[src/hw/rtl/rsht_pkg.sv]
// Shared constants and types for the ray/sphere hit test unit.
`timescale 1ns / 1ps
package rsht_pkg;
	localparam int POS_W = 24;
	localparam int RAD_W = 23;
	localparam int DIR_W = 18;
	localparam int IDX_W = 3;
	localparam int L_W = POS_W + 1;
	localparam int A_W = 2 * DIR_W + 2;
	localparam int B_W = DIR_W + L_W + 3;
	localparam int C_W = 2 * L_W + 3;
	localparam int SQ_W = 2 * B_W + 2;
	localparam int B_HALF = B_W / 2;
	localparam int P_W = A_W + C_W + 2;
	localparam int N_CELLS = 3;

	localparam logic [IDX_W-1:0] REG_ORIGIN_X = 3'd0;
	localparam logic [IDX_W-1:0] REG_ORIGIN_Y = 3'd1;
	localparam logic [IDX_W-1:0] REG_ORIGIN_Z = 3'd2;
	localparam logic [IDX_W-1:0] REG_CENTER_X = 3'd3;
	localparam logic [IDX_W-1:0] REG_CENTER_Y = 3'd4;
	localparam logic [IDX_W-1:0] REG_CENTER_Z = 3'd5;
	localparam logic [IDX_W-1:0] REG_RADIUS = 3'd6;

	typedef struct packed {
		logic signed [A_W-1:0] a;
		logic signed [B_W-1:0] b;
	} acc_t;
endpackage

[src/hw/rtl/rsht_dot_cell.sv]
// One cell of the dot-product chain: adds one axis term to the running sums.
`timescale 1ns / 1ps
module rsht_dot_cell (
	input  logic clk,
	input  logic arst_n,
	input  logic en,
	input  logic valid_in,
	input  logic signed [rsht_pkg::DIR_W-1:0] d,
	input  logic signed [rsht_pkg::L_W-1:0] l,
	input  rsht_pkg::acc_t acc_in,
	output rsht_pkg::acc_t acc_out,
	output logic valid_out
);
	logic signed [2*rsht_pkg::DIR_W-1:0] dd;
	logic signed [rsht_pkg::DIR_W+rsht_pkg::L_W-1:0] dl;
	rsht_pkg::acc_t acc_q;
	logic valid_q;

	assign dd = d * d;
	assign dl = d * l;

	always_ff @(posedge clk or negedge arst_n) begin
		if (!arst_n) begin
			valid_q <= 1'b0;
		end else if (en) begin
			valid_q <= valid_in;
		end
	end

	always_ff @(posedge clk) begin
		if (en) begin
			acc_q.a <= acc_in.a + rsht_pkg::A_W'(dd);
			acc_q.b <= acc_in.b + rsht_pkg::B_W'(dl);
		end
	end

	assign acc_out = acc_q;
	assign valid_out = valid_q;
endmodule

[config.mk]
export PLATFORM = sky130hd
export DESIGN_NAME = rsht_dot_cell
export DESIGN_NICKNAME = d
export VERILOG_FILES = /design/src/hw/rtl/rsht_pkg.sv /design/src/hw/rtl/rsht_dot_cell.sv
export SDC_FILE = /design/constraint.sdc
export NUM_CORES = 2
export LEC_CHECK = 0
export BUFFER_PORTS_ARGS = -buffer_cell sky130_fd_sc_hd__buf_2
export CELL_PAD_IN_SITES_DETAIL_PLACEMENT = 0
export CELL_PAD_IN_SITES_GLOBAL_PLACEMENT = 2
export CORE_MARGIN = 4
export CORE_UTILIZATION = 45
export DETAILED_ROUTE_END_ITERATION = 6
export GPL_TIMING_DRIVEN = 0
export PLACE_DENSITY_LB_ADDON = 0.1
export SLEW_MARGIN = 40
export SYNTH_ARGS = -nofsm -noshare
export SYNTH_HDL_FRONTEND = slang
export SYNTH_SLANG_ARGS = --single-unit
[constraint.sdc]
create_clock -name clk -period 1.8 [get_ports clk]
set_input_delay 0.36 -clock clk [delete_from_list [all_inputs] [get_ports clk]]
set_output_delay 0.36 -clock clk [all_outputs]
set_load 0.005 [all_outputs]
* Word level (Yosys, flattened, before mapping)
Index checks and enable logic that the tools add are counted.
Word-level totals: bits in read-only memories 0, memories kept 0, output and inout port bits 85, bits in latches 0, logic and storage cells 7, input bits 131, bits in registers 85, RAM bits 0
Cells by class: shifts and indexed selects 0, eq/ne operators 0, multiplexer cells 0, $lt $le $gt $ge 0, reductions and logical operators 0, add/subtract/negate cells 2, divide/modulo/power cells 0, bitwise gates (word level) 0, multipliers 2
Operators with widths (number):
- adder 46 x 43 -> 46 bit | 1
- multiplier 18 x 25 -> 43 bit | 1
- adder 38 x 36 -> 38 bit | 1
- multiplier 18 x 18 -> 36 bit | 1

* Depth between registers and ports, before layout
depth after elaboration 2, mapped depth 26, mapped depth without buffers 24

* Worst setup path before layout
No wires, ideal clock.
kind input to register, start input l[24] in the netlist's numbering, end register acc_q (netlist bit acc_out[43]), data pin, data required time 1.540 ns, path slack -5.184 ns, library setup time 0.260 ns, arrival 6.724 ns, buffers on the path 2, cell stages on the path 23, cell sequence clkbuf_1 > clkbuf_1 > nand2_1 > inv_1 > fa_1 > fa_1 > fa_1 > fa_1 > fa_1 > inv_1 > fa_1 > inv_1 > ha_1 > ha_1 > a21o_1 > a21o_1 > a21o_1 > a21oi_1 > o21bai_1 > a21o_1 > a21o_1 > nor3_1 > xnor2_1
On the way: longest elaborated chain between the ends 2
RTL lines:
- start: declaration | RTL line rsht_dot_cell.sv:9 | input logic signed [rsht_pkg::L_W-1:0] l,
- multiplier 18 x 25 -> 43 bit | RTL line rsht_dot_cell.sv:20 | assign dl = d * l;
- adder 46 x 43 -> 46 bit | RTL line rsht_dot_cell.sv:33 | acc_q.b <= acc_in.b + rsht_pkg::B_W'(dl);
- end: declaration | RTL line rsht_dot_cell.sv:16 | rsht_pkg::acc_t acc_q;
Every way passes these cells. A chain may end at the register's enable or synchronous reset.

* Final worst setup path
start input l[12] in the netlist's numbering, end register acc_q (netlist bit acc_out[44]), data pin
Same word-level chain as after synthesis.

==> impl_metrics.tcl <==
set metrics [dict create \
    cp-endpoint "acc_out[44]$_DFFE_PP_" \
    yosysMostFrequentCell "inv_1" \
    cts_made_buffers 9 \
    dpl_cell_area_mm2 0.03649 \
    grt_use_total 0.2765 \
    fmax_mhz 154.1 \
    grt_pass1_wl_mm 160.2 \
    worstSetupPathType "in2reg" \
    yosysTopAreaCellShare 0.5189 \
    arrival_ns 6.76 \
    cts_root_buf "clkbuf_16" \
    synth_nets 4538 \
    ant_nets 0 \
    relSlewSlack 0.6465 \
    postSynthCellCount 3306 \
    synthArstFlopShare 0.01176 \
    vias 23274 \
    setup.worst_path.end_class "flip-flop" \
    detailed_place_hpwl_mm 85.24 \
    slew_viol_final 0 \
    finalSetupViolCount 80 \
    io_pins 216 \
    drt_iter0_markers 1214 \
    io_buffers 210 \
    multiInputGateArea_mm2 0.02816 \
    grt_pass1_vias 26331 \
    rows 98 \
    r2r-start "valid_out$_DFFE_PN0P_" \
    syn-cell-area_mm2 0.03248 \
    antenna_found_initial 8 \
    fill_cells 6355 \
    firstDrtPassIters 6 \
    syn_area_per_cell_um2 9.826 \
    setup_ws_ns -4.689 \
    status "finished, violations left" \
    vias_per_cell 5.007 \
    initial_core_util 0.4544 \
    hold_violations 0 \
    clockBufferDepth 2 \
    grt_max_degree 46 \
    cp-start-kind "input port" \
    cts-htree-levels 3 \
    syn2layout_area_growth_pct 24.25 \
    place.gp.congestion 0.9162 \
    synth_warnings 0 \
    clkSinkCount 85 \
    core_area_mm2 0.07149 \
    die_area_mm2 0.07655 \
    synth_cell_types 61 \
    tritoncts "done" \
    reg2regPathDepth 1 \
    die_y_um 276.7 \
    synth_area_leaders "fa_1, inv_1, ha_1, edfxtp_1, and2_1" \
    drive_gt1_frac 0.2414 \
    drcViolationCount 0 \
    wl_per_cell_um 22.30 \
    critPathMaxFanout 10 \
    synth_edf_count 84 \
    tightest_slew_ns 0.5292 \
    rsz0062_at_grt "true" \
    dieWidth_um 276.7 \
    r2r-end "valid_out$_DFFE_PN0P_" \
    fin_area_mm2 0.04036 \
    wirelength_mm 103.6 \
    synth_seq_cells 85 \
    regToRegSetupSlack_ns 1.06 \
    synth_top_cell_by_area "fa_1" \
    crit_start "l[12]" \
    synth_seq_area_share 0.07842 \
    cp.required_ns 2.07 \
    min_period_ns 6.489 \
    clock_skew_ns 0 \
    grt_overflow 0 \
    hold_class "in2reg" \
    violations "negative setup slack" \
    path_clk_slew_ns 0.09 \
    clkLatencyLatePin_ns 0.41 \
    synth_flop_cell "edfxtp_1" \
    maxCapViolCount 0 \
    seq_area_mm2 0.002547 \
    period_share 3.605 \
    yosys-top-cells-count "inv_1, fa_1, nand2_1, ha_1, and2_1" \
    nNetsFinal 4922 \
]
cells in the final DEF, fill, tap and decap left out, drive strengths merged, types with 30 or more instances in the layout:
| master | n |
|---|---|
| inv | 942 |
| buf | 393 |
| and2 | 243 |
| a21oi | 63 |
| clkbuf | 104 |
| xor2 | 31 |
| nand2 | 351 |
| edfxtp | 84 |
| xnor2 | 64 |
| a21o | 41 |
| ha | 259 |
| fa | 842 |
| o21ai | 30 |
| nor2 | 87 |
area by class of cell:
type	count	area share
Buffer	111	0.04718
Inverter	943	0.08829
Multi-Input combinational cell	2162	0.6976
Tap cell	950	0.02945
Timing Repair Buffer	378	0.06656
Clock inverter	7	0.002015
Antenna cell	3	0.0001860
Sequential cell	85	0.06312
Clock buffer	9	0.005580
routing by layer:
| layer | track usage | up-vias | part of all wire |
|---|---|---|---|
| met2 | 0.4553 | 637 | 0.47 |
| met3 | 0.03482 | 151 | 0.057 |
| li1 | - | 10374 | - |
| met5 | 0 | - | 0.00049 |
| met1 | 0.3894 | 12104 | 0.44 |
| met4 | 0.07799 | 8 | 0.032 |
stage by stage:
| step | std cells | setup WS, ns | setup TNS, ns | hold slack (ns) | utilization |
|---|---|---|---|---|---|
| finish | 4648 | -4.689 | -294.95 | 0.1809 | 0.5646 |
| floorplan | 3306 | -4.532 | -283.24 | 0.06441 | - |
| global placement | 4466 | -6.083 | -437.72 | 0.1344 | 0.5097 |
| CTS | 4556 | -4.709 | -293.10 | 0.1518 | 0.5430 |
| global route | 4647 | -4.812 | -306.59 | 0.1771 | 0.5646 |
| detailed placement | 4467 | -6.130 | -377.53 | 0.1373 | 0.5104 |
kinds of logic after synthesis:
group	Yosys count	share of synthesized area
AO/OA/AOI/OAI	200	0.04144
XOR/XNOR	95	0.02561
adder cells (fa/ha/maj)	1101	0.6186
buffers and inverters	1059	0.1224
flip-flops	85	0.07842
multiplexers	3	0.001001
AND/OR/NAND/NOR	763	0.1125
critical path, stage by stage:
cell and delay [ns]:
clkbuf_4 0.21, buf_4 0.23, nand2_1 0.10, fa_1 0.53
fa_1 0.54, fa_1 0.53, inv_1 0.05, fa_1 0.47
fa_1 0.59, fa_1 0.48, ha_4 0.30, ha_4 0.22
a21o_1 0.16, a21o_1 0.21, a21oi_4 0.23, o21ai_4 0.10
a311oi_4 0.27, buf_6 0.17, o21ai_4 0.11, a211o_4 0.39
a2111oi_4 0.33, nand4b_1 0.15
how the worst min path moves through the flow:
stage | slack [ns] | cells after the start | endpoint | start
global placement | 0.13 | 1 | valid_out$_DFFE_PN0P_ | arst_n
CTS | 0.15 | 2 | valid_out$_DFFE_PN0P_ | valid_in
global route | 0.18 | 2 | valid_out$_DFFE_PN0P_ | valid_in
finish | 0.18 | 2 | valid_out$_DFFE_PN0P_ | valid_in
detailed placement | 0.14 | 1 | valid_out$_DFFE_PN0P_ | arst_n
floorplan | 0.06 | 0 | valid_out$_DFFE_PN0P_ | arst_n
sequential cells by signal, summed over array words and instances, names as in the netlist:
signal / flops
acc_out: 84
valid_out: 1
repair_timing:
item,in CTS,in global routing
cloned,0,1
resized for setup,292,213
pin swaps,71,107
endpoints found under the setup margin,80,79
hold endpoints to repair,1,0
buffers inserted,73,97
hold buffers,1,0
Power is left out: the tool's default activity adds up to more than one toggle a clock period on the data nets, which glitch-free logic cannot reach.
